$ cat config.mk
export PLATFORM = sky130hd
export DESIGN_NAME = env_image_entry_scanner
export DESIGN_NICKNAME = d
export VERILOG_FILES = /design/src/rtl/core/eies_pkg.sv /design/src/rtl/core/eies_fifo.sv /design/src/rtl/core/eies_front.sv /design/src/rtl/core/eies_back.sv /design/src/rtl/core/env_image_entry_scanner.sv
export VERILOG_INCLUDE_DIRS = /design/src /design/src/rtl/core
export SDC_FILE = /design/constraint.sdc
export NUM_CORES = 1
export LEC_CHECK = 0
export BUFFER_PORTS_ARGS = -buffer_cell sky130_fd_sc_hd__buf_2
export CORE_MARGIN = 2
export CORE_UTILIZATION = 60
export CTS_BUF_LIST = sky130_fd_sc_hd__clkbuf_8
export CTS_CLUSTER_DIAMETER = 30
export DETAILED_ROUTE_END_ITERATION = 6
export PLACE_DENSITY = 0.82
export SYNTH_ARGS = -nofsm -noshare
export SYNTH_HDL_FRONTEND = slang
export SYNTH_HIERARCHICAL = 1
export SYNTH_SLANG_ARGS = --single-unit
$ cat constraint.sdc
create_clock -name clk -period 15.4 [get_ports clk]
set_clock_uncertainty 0.2 [all_clocks]
set_input_delay 2.31 -clock clk [delete_from_list [all_inputs] [get_ports clk]]
set_output_delay 2.31 -clock clk [all_outputs]
set_load 0.01 [all_outputs]
$ cat src/rtl/core/env_image_entry_scanner_macros.svh
// Assertion macros for the environment image entry scanner.
// Used by the top level only; no other dependencies.
`ifndef ENV_IMAGE_ENTRY_SCANNER_MACROS_SVH
`define ENV_IMAGE_ENTRY_SCANNER_MACROS_SVH

`ifndef ASSERT_OFF

// Same-cycle implication, sampled on clk and disabled in reset.
`define EIES_ASSERT_IMPL(lbl, ante, cons, msg) \
    lbl: assert property (@(posedge clk) disable iff (!rst_n) (ante) |-> (cons)) \
        else $error(msg);

// Next-cycle implication, sampled on clk and disabled in reset.
`define EIES_ASSERT_NEXT(lbl, ante, cons, msg) \
    lbl: assert property (@(posedge clk) disable iff (!rst_n) (ante) |=> (cons)) \
        else $error(msg);

`else

`define EIES_ASSERT_IMPL(lbl, ante, cons, msg)
`define EIES_ASSERT_NEXT(lbl, ante, cons, msg)

`endif

`endif

$ cat src/rtl/core/eies_pkg.sv
// Shared types and constants for the environment image entry scanner.
// No dependencies; imported by the front end, the back end and the top level.
`timescale 1ns / 1ps
`default_nettype none

package eies_pkg;

    // Result event codes.
    localparam logic [2:0] EV_NONE  = 3'd0;
    localparam logic [2:0] EV_GOOD  = 3'd1;
    localparam logic [2:0] EV_BAD   = 3'd2;
    localparam logic [2:0] EV_END   = 3'd3;
    localparam logic [2:0] EV_TRUNC = 3'd4;

    // Reset value of the capacity register.
    localparam logic [15:0] CAPACITY_RESET = 16'd4096;

    // Characters with a role of their own.
    localparam logic [7:0] CHAR_NUL   = 8'h00;
    localparam logic [7:0] CHAR_EQ    = 8'h3D;
    localparam logic [7:0] CHAR_UNDER = 8'h5F;

    // Character class produced by the front end.
    typedef enum logic [2:0] {
        CLS_NUL,
        CLS_EQ,
        CLS_KEY,
        CLS_PRINT,
        CLS_OTHER
    } cls_t;

    // Input transaction.
    typedef struct packed {
        logic [7:0] data_byte;
        logic       restart;
    } in_t;

    // Classified item passed from front to back.
    typedef struct packed {
        cls_t cls;
        logic restart;
    } mid_t;

    // Result transaction.
    typedef struct packed {
        logic [2:0]  event_res;
        logic [15:0] pair_count;
        logic [15:0] bad_count;
        logic [15:0] position;
        logic        finished;
    } out_t;

endpackage

`default_nettype wire

$ cat src/rtl/core/eies_fifo.sv
// Small synchronous FIFO used between the scanner stages and at the output.
// No package dependencies; DEPTH must be a power of two.
`timescale 1ns / 1ps
`default_nettype none

module eies_fifo #(
    parameter int WIDTH = 8,
    parameter int DEPTH = 2
) (
    input  wire logic             clk,
    input  wire logic             rst_n,
    input  wire logic             push,
    input  wire logic [WIDTH-1:0] wr_data,
    output logic                  full,
    input  wire logic             pop,
    output logic [WIDTH-1:0]      rd_data,
    output logic                  empty
);

    localparam int PTR_W = (DEPTH > 1) ? $clog2(DEPTH) : 1;

    logic [WIDTH-1:0] mem_reg [DEPTH];
    logic [PTR_W:0]   wr_ptr_reg, wr_ptr_next;
    logic [PTR_W:0]   rd_ptr_reg, rd_ptr_next;
    logic             do_push, do_pop;

    // Status from the wrap bit and the index bits of the pointers.
    assign empty = (wr_ptr_reg == rd_ptr_reg);
    assign full  = (wr_ptr_reg[PTR_W] != rd_ptr_reg[PTR_W]) &&
                   (wr_ptr_reg[PTR_W-1:0] == rd_ptr_reg[PTR_W-1:0]);

    assign do_push = push && !full;
    assign do_pop  = pop && !empty;

    assign wr_ptr_next = do_push ? (wr_ptr_reg + (PTR_W+1)'(1)) : wr_ptr_reg;
    assign rd_ptr_next = do_pop  ? (rd_ptr_reg + (PTR_W+1)'(1)) : rd_ptr_reg;

    // The oldest entry is always presented at the read side.
    assign rd_data = mem_reg[rd_ptr_reg[PTR_W-1:0]];

    // Pointer registers.
    always_ff @(posedge clk or negedge rst_n)
    begin
        if (!rst_n)
        begin
            wr_ptr_reg <= '0;
            rd_ptr_reg <= '0;
        end
        else
        begin
            wr_ptr_reg <= wr_ptr_next;
            rd_ptr_reg <= rd_ptr_next;
        end
    end

    // Storage write.
    always_ff @(posedge clk)
    begin
        if (do_push)
        begin
            mem_reg[wr_ptr_reg[PTR_W-1:0]] <= wr_data;
        end
    end

endmodule

`default_nettype wire

$ cat src/rtl/core/eies_front.sv
// Front end of the scanner: accepts bytes and classifies each character.
// Depends on eies_pkg for the transaction and class types.
`timescale 1ns / 1ps
`default_nettype none

module eies_front (
    input  wire logic          push,
    input  wire eies_pkg::in_t item,
    output logic               full,
    input  wire logic          mid_full,
    output logic               mid_push,
    output eies_pkg::mid_t     mid_item
);

    import eies_pkg::*;

    logic [7:0] c;
    logic       is_digit, is_upper, is_lower, is_key, is_print;

    // The front stalls only when the queue to the back end is full.
    assign full     = mid_full;
    assign mid_push = push && !mid_full;

    // Character tests.
    assign c        = item.data_byte;
    assign is_digit = (c >= 8'h30) && (c <= 8'h39);
    assign is_upper = (c >= 8'h41) && (c <= 8'h5A);
    assign is_lower = (c >= 8'h61) && (c <= 8'h7A);
    assign is_key   = is_digit || is_upper || is_lower || (c == CHAR_UNDER);
    assign is_print = (c >= 8'h20) && (c <= 8'h7E);

    // Class priority: NUL, then '=', then key characters, then printable.
    always_comb
    begin
        mid_item.restart = item.restart;
        if (c == CHAR_NUL)
        begin
            mid_item.cls = CLS_NUL;
        end
        else if (c == CHAR_EQ)
        begin
            mid_item.cls = CLS_EQ;
        end
        else if (is_key)
        begin
            mid_item.cls = CLS_KEY;
        end
        else if (is_print)
        begin
            mid_item.cls = CLS_PRINT;
        end
        else
        begin
            mid_item.cls = CLS_OTHER;
        end
    end

endmodule

`default_nettype wire

$ cat src/rtl/core/eies_back.sv
// Back end of the scanner: entry state machine, counters and offset.
// Depends on eies_pkg for item types and event codes.
`timescale 1ns / 1ps
`default_nettype none

module eies_back (
    input  wire logic           clk,
    input  wire logic           rst_n,
    input  wire logic [15:0]    capacity,
    input  wire logic           mid_empty,
    input  wire eies_pkg::mid_t mid_item,
    output logic                mid_pop,
    input  wire logic           res_full,
    output logic                res_push,
    output eies_pkg::out_t      res_item
);

    import eies_pkg::*;

    typedef enum logic [1:0] {
        PH_START,
        PH_KEY,
        PH_VALUE,
        PH_SKIP
    } phase_t;

    phase_t      phase_reg, phase_cur, phase_next;
    logic [15:0] offset_reg, offset_cur, offset_next;
    logic [15:0] good_reg, good_cur, good_next;
    logic [15:0] bad_reg, bad_cur, bad_next;
    logic        done_reg, done_cur, done_next;
    logic [2:0]  ev;
    logic        advance;
    logic        at_limit;

    // One item moves whenever there is one waiting and room for its result.
    assign mid_pop  = !mid_empty && !res_full;
    assign res_push = mid_pop;

    // A restart clears the scan state before the byte is examined.
    assign phase_cur  = mid_item.restart ? PH_START : phase_reg;
    assign offset_cur = mid_item.restart ? 16'd0 : offset_reg;
    assign good_cur   = mid_item.restart ? 16'd0 : good_reg;
    assign bad_cur    = mid_item.restart ? 16'd0 : bad_reg;
    assign done_cur   = mid_item.restart ? 1'b0 : done_reg;

    // Truncation when the offset of this byte reaches capacity minus one.
    assign at_limit = ({1'b0, offset_cur} + 17'd1) >= {1'b0, capacity};

    // Next scan state for the byte at the head of the queue.
    always_comb
    begin
        phase_next = phase_cur;
        good_next  = good_cur;
        bad_next   = bad_cur;
        done_next  = done_cur;
        ev         = EV_NONE;
        advance    = 1'b0;
        if (!done_cur)
        begin
            if (at_limit)
            begin
                ev        = EV_TRUNC;
                done_next = 1'b1;
            end
            else
            begin
                advance = 1'b1;
                unique case (phase_cur)
                    PH_START:
                    begin
                        case (mid_item.cls)
                            CLS_NUL:
                            begin
                                ev        = EV_END;
                                done_next = 1'b1;
                                advance   = 1'b0;
                            end
                            CLS_KEY: phase_next = PH_KEY;
                            default: phase_next = PH_SKIP;
                        endcase
                    end
                    PH_KEY:
                    begin
                        case (mid_item.cls)
                            CLS_NUL:
                            begin
                                ev         = EV_BAD;
                                bad_next   = (bad_cur == 16'hFFFF) ? bad_cur
                                                                   : bad_cur + 16'd1;
                                phase_next = PH_START;
                            end
                            CLS_EQ:  phase_next = PH_VALUE;
                            CLS_KEY: phase_next = PH_KEY;
                            default: phase_next = PH_SKIP;
                        endcase
                    end
                    PH_VALUE:
                    begin
                        case (mid_item.cls)
                            CLS_NUL:
                            begin
                                ev         = EV_GOOD;
                                good_next  = (good_cur == 16'hFFFF) ? good_cur
                                                                    : good_cur + 16'd1;
                                phase_next = PH_START;
                            end
                            CLS_EQ, CLS_KEY, CLS_PRINT: phase_next = PH_VALUE;
                            default: phase_next = PH_SKIP;
                        endcase
                    end
                    PH_SKIP:
                    begin
                        if (mid_item.cls == CLS_NUL)
                        begin
                            ev         = EV_BAD;
                            bad_next   = (bad_cur == 16'hFFFF) ? bad_cur
                                                               : bad_cur + 16'd1;
                            phase_next = PH_START;
                        end
                    end
                endcase
            end
        end
        offset_next = advance ? (offset_cur + 16'd1) : offset_cur;
    end

    // Result of this byte.
    always_comb
    begin
        res_item.event_res  = ev;
        res_item.pair_count = good_next;
        res_item.bad_count  = bad_next;
        res_item.position   = offset_cur;
        res_item.finished   = done_next;
    end

    // Scan state registers, updated once per transaction taken from the queue.
    always_ff @(posedge clk or negedge rst_n)
    begin
        if (!rst_n)
        begin
            phase_reg  <= PH_START;
            offset_reg <= 16'd0;
            good_reg   <= 16'd0;
            bad_reg    <= 16'd0;
            done_reg   <= 1'b0;
        end
        else if (mid_pop)
        begin
            phase_reg  <= phase_next;
            offset_reg <= offset_next;
            good_reg   <= good_next;
            bad_reg    <= bad_next;
            done_reg   <= done_next;
        end
    end

endmodule

`default_nettype wire

$ cat src/rtl/core/env_image_entry_scanner.sv
// Top level of the environment image entry scanner.
// Depends on eies_pkg, eies_front, eies_fifo, eies_back and the macros header.
`timescale 1ns / 1ps
`default_nettype none
`include "env_image_entry_scanner_macros.svh"

// The scanner takes one byte of an environment image per transaction and returns
// one result per byte: the event the byte caused, the running pair and bad-entry
// counts, the byte's offset and the finished flag. It sustains one byte per clock
// cycle while the consumer keeps popping results. A byte is registered in the
// classification queue when it is accepted; the back end then scans it from there
// and writes its result, which the result ports present from the head of the
// result queue. The front end classifies each character and the back end runs the
// entry state machine, so either side can stall without stopping the other until
// the MID_DEPTH-entry queue between them or the RES_DEPTH-entry result queue fills.
// Write capacity only while no transactions are in flight.
module env_image_entry_scanner #(
    parameter int MID_DEPTH = 4,
    parameter int RES_DEPTH = 2
) (
    input  wire logic           clk,
    input  wire logic           rst_n,
    input  wire logic           push,
    input  wire eies_pkg::in_t  item,
    output logic                full,
    input  wire logic           pop,
    output eies_pkg::out_t      result,
    output logic                empty,
    input  wire logic           cfg_wr_en,
    input  wire logic [15:0]    cfg_wr_data
);

    import eies_pkg::*;

    localparam int MID_W = $bits(mid_t);
    localparam int RES_W = $bits(out_t);

    logic [15:0] capacity_reg;
    logic        mid_push, mid_full, mid_pop, mid_empty;
    mid_t        mid_wr_item, mid_rd_item;
    logic        res_push, res_full;
    out_t        res_item;

    // Capacity register.
    always_ff @(posedge clk or negedge rst_n)
    begin
        if (!rst_n)
        begin
            capacity_reg <= CAPACITY_RESET;
        end
        else if (cfg_wr_en)
        begin
            capacity_reg <= cfg_wr_data;
        end
    end

    // Front end: accept and classify.
    eies_front u_front (
        .push     (push),
        .item     (item),
        .full     (full),
        .mid_full (mid_full),
        .mid_push (mid_push),
        .mid_item (mid_wr_item)
    );

    // Queue between classification and scanning.
    eies_fifo #(
        .WIDTH (MID_W),
        .DEPTH (MID_DEPTH)
    ) u_mid_fifo (
        .clk     (clk),
        .rst_n   (rst_n),
        .push    (mid_push),
        .wr_data (mid_wr_item),
        .full    (mid_full),
        .pop     (mid_pop),
        .rd_data (mid_rd_item),
        .empty   (mid_empty)
    );

    // Back end: entry state machine and counters.
    eies_back u_back (
        .clk       (clk),
        .rst_n     (rst_n),
        .capacity  (capacity_reg),
        .mid_empty (mid_empty),
        .mid_item  (mid_rd_item),
        .mid_pop   (mid_pop),
        .res_full  (res_full),
        .res_push  (res_push),
        .res_item  (res_item)
    );

    // Result queue toward the consumer.
    eies_fifo #(
        .WIDTH (RES_W),
        .DEPTH (RES_DEPTH)
    ) u_res_fifo (
        .clk     (clk),
        .rst_n   (rst_n),
        .push    (res_push),
        .wr_data (res_item),
        .full    (res_full),
        .pop     (pop),
        .rd_data (result),
        .empty   (empty)
    );

    // A closing event always comes with the finished flag set.
    `EIES_ASSERT_IMPL(a_end_finished,
        !empty && (result.event_res == EV_END || result.event_res == EV_TRUNC),
        result.finished, "end or truncation without finished")
    // A good pair result always carries a nonzero pair count.
    `EIES_ASSERT_IMPL(a_good_count, !empty && result.event_res == EV_GOOD,
        result.pair_count != 16'd0, "good pair with zero pair count")
    // A bad entry result always carries a nonzero bad count.
    `EIES_ASSERT_IMPL(a_bad_count, !empty && result.event_res == EV_BAD,
        result.bad_count != 16'd0, "bad entry with zero bad count")
    // A scanned item always lands in the result queue on the next cycle.
    `EIES_ASSERT_NEXT(a_res_filled, mid_pop, !empty, "scanned item missing from result queue")

endmodule

`default_nettype wire
[Word-level counts from Yosys, hierarchy flattened]
Memories as Yosys holds them, arrays and structs flattened.
Cells that the tools add are included.
Word-level totals
  register bits after elaboration: 77
  bits in writable memories: 120
  input bits: 30
  output and inout bits: 54
  logic and storage cells: 114
  memories kept: 2
Operators by class
  $add $sub $neg: 8
  $lt $le $gt $ge: 9
  equality and inequality tests: 16
  mux-type cells: 45
  reductions and logical operators: 24
Memories
  u_res_fifo.mem_reg: depth 2, bits a word 52, read ports 1, clocked after Yosys merged registers in 0, write ports 1, RTL line eies_fifo.sv:22  | logic [WIDTH-1:0] mem_reg [DEPTH];
  u_mid_fifo.mem_reg: depth 4, bits a word 4, read ports 1, clocked after Yosys merged registers in 0, write ports 1, RTL line eies_fifo.sv:22
Operator list (count)
  2-to-1 mux 16 bit: 14
  adder 16 x 1 -> 16 bit (second input constant): 3
  == test 16 bit (second input constant): 2
  <= comparator 8 x 7 -> 1 bit (second input constant): 3
  2-to-1 mux 3 bit: 6
  adder 16 x 1 -> 17 bit (second input constant): 1
  greater-or-equal comparator 17 x 16 -> 1 bit: 1
  greater-or-equal comparator 8 x 6 -> 1 bit (second input constant): 2
  greater-or-equal comparator 8 x 7 -> 1 bit (second input constant): 2
  2-to-1 mux 1 bit: 14
  logical AND 1 bit: 12
  2-to-1 mux 2 bit: 6
  one-hot mux 3 bit (3 select lines): 1
  == test 8 x 6 -> 1 bit (second input constant): 1
  == test 8 x 7 -> 1 bit (second input constant): 1
  <= comparator 8 x 6 -> 1 bit (second input constant): 1
  logical NOT 8 bit: 1
  one-hot mux 2 bit (2 select lines): 2
  one-hot mux 2 bit (4 select lines): 1
  adder 3 x 1 -> 3 bit (second input constant): 2
  == test 3 x 2 -> 1 bit (second input constant): 2
  one-hot mux 2 bit (3 select lines): 1
  adder 2 x 1 -> 2 bit (second input constant): 2
  == test 2 bit: 2
  other kinds (12): 19

[Logic depth before layout (Yosys ltp)]
Gate-level depths: netlist (run 1).
  word-level depth: 8
  depth in mapped cells: 22

[Cells and area by module]
Netlist (run 1), hierarchy kept.
By module, submodules not included
  eies_back: instances 1, cells each 542, area each 4528.1 um^2
  eies_fifo at u_res_fifo: instances 1, cells each 190, area each 4036.4 um^2
  eies_fifo at u_mid_fifo: instances 1, cells each 73, area each 1101.1 um^2
  env_image_entry_scanner: instances 1, cells each 34, area each 650.6 um^2
  eies_front: instances 1, cells each 21, area each 140.1 um^2

[Worst setup path after synthesis (run 1)]
No wires, ideal clock.
  kind: reg2reg
  start point: reg u_mid_fifo.rd_ptr_reg[0]
  end point: mem u_res_fifo/mem_reg[0][0] in the netlist's numbering (enable)
  library setup time: 0.537 ns
  arrival: 6.089 ns
  required time: 14.663 ns
  slack: 8.574 ns
  stages on the path, launching flop included: 12
  cell sequence: dfrtp_1 buf_6 xnor2_2 buf_6 and3_2 or2_2 clkbuf_1 inv_1 clkbuf_1 buf_1 buf_4 nor3b_1
Between the ends
  cells in the longest elaborated chain, start to end: 6
RTL lines
  start: declaration: RTL line eies_fifo.sv:24  | logic [PTR_W:0] rd_ptr_reg, rd_ptr_next;
  start signal: assignment: RTL line eies_fifo.sv:52  | rd_ptr_reg <= rd_ptr_next;
  == test 3 bit: RTL line eies_fifo.sv:28  | assign empty = (wr_ptr_reg == rd_ptr_reg);
  via mid_empty: RTL line env_image_entry_scanner.sv:39  | logic mid_push, mid_full, mid_pop, mid_empty;
  logical NOT 1 bit: RTL line eies_back.sv:37  | assign mid_pop = !mid_empty && !res_full;
  logical AND 1 bit: RTL line eies_back.sv:37
  via mid_pop: RTL line env_image_entry_scanner.sv:39
  logical AND 1 bit: RTL line eies_fifo.sv:32  | assign do_push = push && !full;
  2-to-1 mux 1 bit: RTL line eies_fifo.sv:59  | if (do_push)
  2-to-1 mux 1 bit (not written as such): RTL line eies_fifo.sv:61  | mem_reg[wr_ptr_reg[PTR_W-1:0]] <= wr_data;
  end: declaration: RTL line eies_fifo.sv:22
The timed path passes the listed nets, and every way through them passes these cells.

==> impl_results.md, run 1 <==
- Worst min path class: reg -> reg
- Overflow after GRT: 0
- # hold bufs at CTS: 0
- TNS Setup: 0 ps
- Power density cells: 203.7 nW/um^2
- ANT cells: 0
- Comb pwr share: 0.465
- Final setup vio count: 0
- EDFF count, synth: 120
- Post-synthesis simple-gate area fraction: 0.1626
- Syn Nets: 914
- Num CTS Buffers: 17
- Synth unique cells: 94
- Wire per inst: 17.73 um
- Psw: 0.9534 mW
- Worst rel slew slack: 0.2909
- Iteration-0 DRC Markers: 717
- Largest area contributor in the synthesized netlist: edfxtp_1
- Post-CTS resize count: 0
- Die footprint: 18500 um^2
- Top-area cell type share of the netlist area: 0.3446
- I/O pins: 84
- Synth Area in Compound Gates: 0.1033
- Final min period: 5859 ps
- Clock power share: 0.145
- Routed vias: 6973
- Post-synthesis mux area share: 0.09501
- Area contributors post-synth: edfxtp_1, dfrtp_1, mux2_2
- Ys async rst share: 0.3909
- Clk_lat worst skew: 470 ps
- IO Port Bufs: 83
- Int Pwr: 1.356 mW
- Root buf cell: clkbuf_8
- Layout cell share with drive strength beyond 1: 0.2591
- Placer Congestion: 0.9277
- CP Capture Type: flop
- Outcome: finished clean
- YS warnings: 6
- Cell area after synthesis: 10460 um^2
- Initial antenna violation count: 0
- Flip-flop and latch count after synthesis: 197
- Max frequency: 170.7 MHz
- Total Routing Usage GR: 0.2291
- # rows: 48
- Filler instances: 1339
- RSZ-0062 raised after global routing: no
- # Post-CTS Setup Buffers: 0
- # Max-Cap Violations: 0
- Largest net degree at the start of global routing: 78
- Fin. max-slew vios: 0
- CP Launch Type: flop
- Die width: 136.0 um
- Area grow syn2layout: 8.436%
- Routed Antenna Nets: 0
- Final hold vios: 0
- Syn_area_per_cell: 12.16 um^2
- Post-Synthesis Cells: 860
- CP max FO: 18
- Residual DRC count: 0
- Core Region: 17180 um^2
- CTS tree: yes
- Drt first pass iters: 5
- Post-Synth Adder-Cell Area: 0.02872
- Vias per cell: 5.996
- Initial Utilization: 0.6088
- Nets: 979
- Data arrival, critical path: 6060 ps
- Final Power: 2.310 mW
- Register clock-pin slew on the reported worst setup and hold paths: 90 ps
- Crit Path Class: reg -> reg
- Sequential fraction of design power: 0.390
- Post-synthesis sequential area ratio: 0.5290
- H-tree Lvls: 4
- Die height: 136.0 um
- Largest family of logic cells by synthesized area: simple AND/OR/NAND/NOR gates
- Vias in the first global route: 6791
- Routed WL: 20620 um
- Top FF cell, synth: edfxtp_1
- Final Cycle Share: 0.3805
- Post-DP HPWL: 13920 um
- Tightest Pin Transition: 1064 ps
- Worst vdd ir: 0.0002064 V
- Max reg flops: 104
- Post-Synth XOR/XNOR Area: 0.04140
- Net Sw Frac: 0.4128
- CTS max path bufs: 2
- Worst EP required: 15600 ps
- Leak Pwr: 4.576 nW
- Global-route wire length before repair: 33190 um
- CTS sink count: 197
metal layers:
| layer | global-route usage | vias up | share of wire | wire length [um] |
|---|---|---|---|---|
| met5 | 0 | - | 0 | 0 |
| met4 | 0.06597 | 0 | 0.013 | 276 |
| met3 | 0.04362 | 24 | 0.052 | 1076 |
| met2 | 0.3791 | 230 | 0.49 | 10020 |
| met1 | 0.3103 | 3412 | 0.45 | 9246 |
| li1 | - | 3307 | - | - |
through the flow:
stage | worst slack, ps | cell area [um^2] | utilization | std cells | hold slack (ps)
6_report | 9541 | 11340 | 0.6601 | 1163 | 317.7
3_5_place_dp | 9701 | 10940 | 0.6367 | 1131 | 297.2
5_1_grt | 9255 | 11340 | 0.6601 | 1163 | 332.1
3_3_place_gp | 9860 | 10940 | 0.6367 | 1131 | 290.4
4_1_cts | 9663 | 11340 | 0.6601 | 1163 | 318.4
2_1_floorplan | 8574 | 10460 | - | 860 | 274.8
cell usage after synthesis, drive strengths merged, types with 12 or more instances:
library cell / n
nand4: 14
ha: 24
buf: 29
nor4: 12
a21oi: 21
mux2: 69
o21ai: 28
nor2: 53
inv: 34
dfrtp: 76
xnor2: 31
a221o: 14
nand3: 27
nor2b: 26
xor2: 15
nand2: 63
nor3: 27
and3: 15
clkbuf: 15
edfxtp: 120
power groups by stage:
stage	Sequential [mW]	Clock (mW)	Combinational [mW]
after floorplan	0.900	0	0.803
after global placement	0.898	0	1.05
after detailed placement	0.913	0	1.07
after CTS	0.902	0.342	1.08
after global routing	0.922	0.360	1.17
final	0.900	0.335	1.07
cell families after synthesis:
kind of cell / after synthesis
AND/OR/NAND/NOR: 295
flip-flops: 197
AO/OA/AOI/OAI: 140
multiplexers: 80
buffers and inverters: 78
XOR/XNOR: 46
adder cells (fa/ha/maj): 24
worst paths after layout:
check	startpoint	endpoint	slack, ps	depth (start not counted)
max	u_mid_fifo/rd_ptr_reg[0]	u_back/offset_reg[2]	9540	15
min in group asynchronous	rst_n	u_back/good_reg[7]	1800	1
min	capacity_reg[11]	capacity_reg[11]	320	1
min reg2reg	capacity_reg[11]	capacity_reg[11]	320	1
max reg2reg	u_mid_fifo/rd_ptr_reg[0]	u_back/offset_reg[2]	9540	15
max in group asynchronous	rst_n	u_res_fifo/rd_ptr_reg[0]	12470	1
area by class of cell:
cell class | instances | area, um^2 | share of cell area
Clock buffer | 20 | 275.3 | 0.02428
Clock inverter | 12 | 127.6 | 0.01126
Inverter | 34 | 127.6 | 0.01126
Multi-Input combinational cell | 585 | 4523 | 0.3989
Sequential cell | 197 | 5533 | 0.4880
Tap cell | 225 | 281.5 | 0.02483
Timing Repair Buffer | 90 | 470.5 | 0.04149
placed cells by master (no fill, tap or decap), drive strengths merged, types with 7 or more instances in the layout:
| cell type | n |
|---|---|
| and2 | 7 |
| a221o | 14 |
| buf | 90 |
| nand4 | 14 |
| a21oi | 21 |
| o21ai | 28 |
| nand2b | 7 |
| nor2 | 53 |
| edfxtp | 120 |
| dfrtp | 76 |
| a21o | 10 |
| nor3 | 27 |
| nand2 | 63 |
| xnor2 | 31 |
| and3 | 15 |
| mux2 | 69 |
| clkbuf | 20 |
| nor4 | 12 |
| a31oi | 10 |
| or3 | 10 |
| xor2 | 15 |
| inv | 37 |
| ha | 24 |
| a22o | 7 |
| nor2b | 26 |
| or2 | 9 |
| nand3 | 27 |
| o211ai | 7 |
| nor3b | 8 |
| mux2i | 7 |
worst max-delay path, cell delays in order (launching register included):
cell,delay (ps)
dfrtp_1,610
mux4_2,740
nor2b_1,340
and4_1,300
and3_1,270
nand4_1,240
or3_1,410
a21oi_1,280
ha_1,310
nand4_1,90
o41ai_1,90
a41oi_2,250
o211ai_4,320
nor3_2,930
a22oi_1,220
a31oi_1,180
Power figures use the tool's default switching activity.
==> run 2: changes to the inputs <==
- ABC_AREA: unset -> 1
- clock period: 15.4 -> 5.9 ns (I/O delays scaled with it)
==> run 2 against run 1 <==
Compared with the run above: sequential power grew to 2.6 times the previous value; non-clock buffer count is 3 higher; total power is 140% higher; critical endpoint is now u_res_fifo/mem_reg[0][31].
==> impl_results.md, run 2 <==
- Outcome: finished clean
- Synth unique cells: 41 (-56%)
- Final min period: 5387 ps (-472.2 ps)
- Final Non-Filler Cells: 1620 (+39%)
- Num CTS Buffers: 17 (unchanged)
- I/O pins: 84 (unchanged)
- Post-synthesis sequential area ratio: 0.5193 (-0.009755)
- Most common cell after layout, fill and taps aside: nand2_1
- Multi-input logic area: 4285 um^2 (-5.3%)
- Largest family of logic cells by synthesized area: simple AND/OR/NAND/NOR gates
- Filler instances: 1377 (+2.8%)
- Most frequent cells in the layout: nand2_1, inv_1, edfxtp_1
- Final Cycle Share: 0.9130 (+0.5326)
- Post-synthesis simple-gate area fraction: 0.3194 (+0.1567)
- Die footprint: 18840 um^2 (+1.8%)
- # Max-Cap Violations: 0 (unchanged)
- Worst path max stage delay: 480 ps (-450 ps)
- Layout cell share with drive strength beyond 1: 0.1269 (-0.1322)
- GRT busiest layer: met2
- Synth Area in Compound Gates: 0.03876 (-0.06451)
- H-tree Lvls: 4 (unchanged)
- Syn_area_per_cell: 8.151 um^2 (-33%)
- Power density cells: 488.3 nW/um^2 (+140%)
- Final setup vio count: 0 (unchanged)
- CTS max path bufs: 2 (unchanged)
- YS warnings: 6 (unchanged)
- Tightest Pin Transition: 1132 ps (+68.07 ps)
- Leak Pwr: 5.668 nW (+24%)
- Crit Path Class: reg -> reg
- Highest-delay cell along the critical path: dfrtp_2
- Initial antenna violation count: 0 (unchanged)
- Routed vias: 8736 (+25%)
- Data arrival, critical path: 5430 ps (-630 ps)
- IO Port Bufs: 83 (unchanged)
- Worst vdd ir: 0.0004730 V (+130%)
- Placer Congestion: 0.9125 (-1.6%)
- Ys async rst share: 0.3909 (unchanged)
- M3 GR Usage: 0.05482 (+0.01120)
- Count leader, synth: nand2_1
- Root buf cell: clkbuf_8
- Fin. max-slew vios: 0 (unchanged)
- Post-synthesis mux area share: 0 (-0.09501)
- Iteration-0 DRC Markers: 758 (+5.7%)
- EDFF count, synth: 120 (unchanged)
- Max frequency: 185.6 MHz (+8.8%)
- Syn Nets: 1361 (+49%)
- Die width: 137.2 um (+0.91%)
- Global-route wire length before repair: 38940 um (+17%)
- CP Capture Type: flop
- Worst hold slack: 271.9 ps (-45.78 ps)
- Most prevalent standard cell on the critical path: nand2_1
- Initial Utilization: 0.6138 (+0.004999)
- Area grow syn2layout: 8.751%
- Largest net degree at the start of global routing: 73 (-6.4%)
- Final hold vios: 0 (unchanged)
- Worst min path class: reg -> reg
- Final worst slack: 513.1 ps (-9028 ps)
- Drt first pass iters: 6 (+1)
- GR Util met2: 0.4359 (+0.05676)
- Post-Synthesis Cells: 1307 (+52%)
- Overflow after GRT: 0 (unchanged)
- Largest area contributor in the synthesized netlist: edfxtp_1
- Final Power: 5.657 mW (+140%)
- Flip-flop and latch count after synthesis: 197 (unchanged)
- CP max FO: 19 (+1)
- Cell Chain, Critical Path: inv_2 -> o21ai_0 -> o22ai_4 -> nor2_1 -> ha_1 -> nand3_2 -> nor2_2 -> nand3_1 -> nor4_1 -> xor2_1 -> ha_1 -> nand2_1 -> nor2_1 -> nand2_1 -> inv_1 -> o21ai_0 -> nand3_1 -> nand2_1 -> nand2_1 -> nand2_1 -> nand3_4 -> nor2_4 -> nand3_1 -> and2_1
- Post-Synth Adder-Cell Area: 0.02819 (-0.0005296)
- Wire per inst: 14.97 um (-16%)
- Vias per cell: 5.393 (-10%)
- Storage cell area: 5534 um^2 (about the same)
- Grt met1 use: 0.3593 (+0.04894)
- Post-Synth XOR/XNOR Area: 0.01398 (-0.02743)
- Commonest cells post-synth: nand2_1, inv_1, edfxtp_1, nor2_1, nand3_1
- Post-DP HPWL: 16700 um (+20%)
- Worst rel slew slack: 0.2455 (-0.04538)
- Cell area after synthesis: 10650 um^2 (+1.9%)
- Clk_lat worst skew: 490 ps (+20 ps)
- Nets: 1436 (+47%)
- Vias in the first global route: 8010 (+18%)
- Top-area cell type share of the netlist area: 0.3383 (-0.006355)
- RSZ-0062 raised after global routing: no
- Max reg flops: 104 (unchanged)
- Core Region: 17360 um^2 (+1.0%)
- # rows: 48 (unchanged)
- Routed Antenna Nets: 0 (unchanged)
- # Post-CTS Setup Buffers: 0 (unchanged)
- Total Routing Usage GR: 0.2691 (+0.04000)
- Worst EP required: 5940 ps (-9660 ps)
- CTS tree: yes
- # placed instances: 1587 (+40%)
- Routed WL: 24250 um (+18%)
- Worst slack at placement: 565.9 ps (-9135 ps)
- Area contributors post-synth: edfxtp_1, nand2_1, dfrtp_1
- ANT cells: 0 (unchanged)
- Top FF cell, synth: edfxtp_1
- Die height: 137.2 um (+0.91%)
- CP Launch Type: flop
- Residual DRC count: 0 (unchanged)
- CTS sink count: 197 (unchanged)
- Register clock-pin slew on the reported worst setup and hold paths: 100 ps (about the same)
- TNS Setup: 0 ps (unchanged)
run 2: cell count changes in the layout (fill, tap and decap cells not counted), sizes merged, moves of 15 or more:
cell,delta
and2,+17
inv,+130
xnor2,-25
nand2,+469
and3,-15
nand3,+63
nor2,+70
nor2b,-26
nor3,-17
mux2,-69
run 2: cell type report:
class / instances / area share
Tap cell: 225 / 0.02430
Sequential cell: 197 / 0.4777
Timing Repair Buffer: 93 / 0.04277
Clock inverter: 15 / 0.01188
Clock buffer: 17 / 0.02020
Multi-Input combinational cell: 910 / 0.3699
Inverter: 163 / 0.05325
run 2: worst paths after layout:
check                      cells after the start                     start                         to  slack [ps]
max                                           24  u_mid_fifo/rd_ptr_reg[0]  u_res_fifo/mem_reg[0][31]         510
min                                            2          capacity_reg[12]           capacity_reg[12]         270
max reg2reg                                   24  u_mid_fifo/rd_ptr_reg[0]  u_res_fifo/mem_reg[0][31]         510
min reg2reg                                    2          capacity_reg[12]           capacity_reg[12]         270
max in group asynchronous                      3                     rst_n   u_res_fifo/rd_ptr_reg[0]        3740
min in group asynchronous                      2                     rst_n           capacity_reg[11]         530
run 2: per-stage QoR:
stage                     area, um^2    util
after global routing           11580  0.6675
after detailed placement       11200  0.6454
after CTS                      11580  0.6674
final                          11580  0.6675
after floorplan                10650       -
after global placement         11200  0.6454
run 2: kinds of logic after synthesis:
logic type	Yosys count
xor gates and xnor gates	17
adders and majority gates	24
DFF	197
AOI/OAI and AO/OA	66
buffers and inverters	200
and+or+nand+nor	803
run 2: critical path, delay by kind of cell, from the launching register on:
kind	cells	cell delay (ps)
AO/OA/AOI/OAI	3	570
XOR/XNOR	1	250
adder cells (fa/ha/maj)	2	560
buffers and inverters	2	150
flip-flops	1	480
AND/OR/NAND/NOR	16	2930
run 2: metal layers:
layer	up-vias	wire length [um]
li1	4284	-
met1	4055	10470
met2	352	11320
met3	45	1848
met4	0	607
met5	-	0
run 2: power breakdown:
group          total, mW  switching (mW)  internal [mW]  leakage [nW]
combinational       2.47            1.81          0.653          3.32
sequential          2.36           0.241           2.12          2.17
clock              0.828           0.518          0.310         0.181
total               5.66            2.57           3.09          5.67
run 2: timing repair:
item / CTS / global route
gates resized for setup: 0 / 1
hold buffers: 1 / 0
hold endpoints to repair: 5 / 0
setup endpoints to repair: 0 / 22
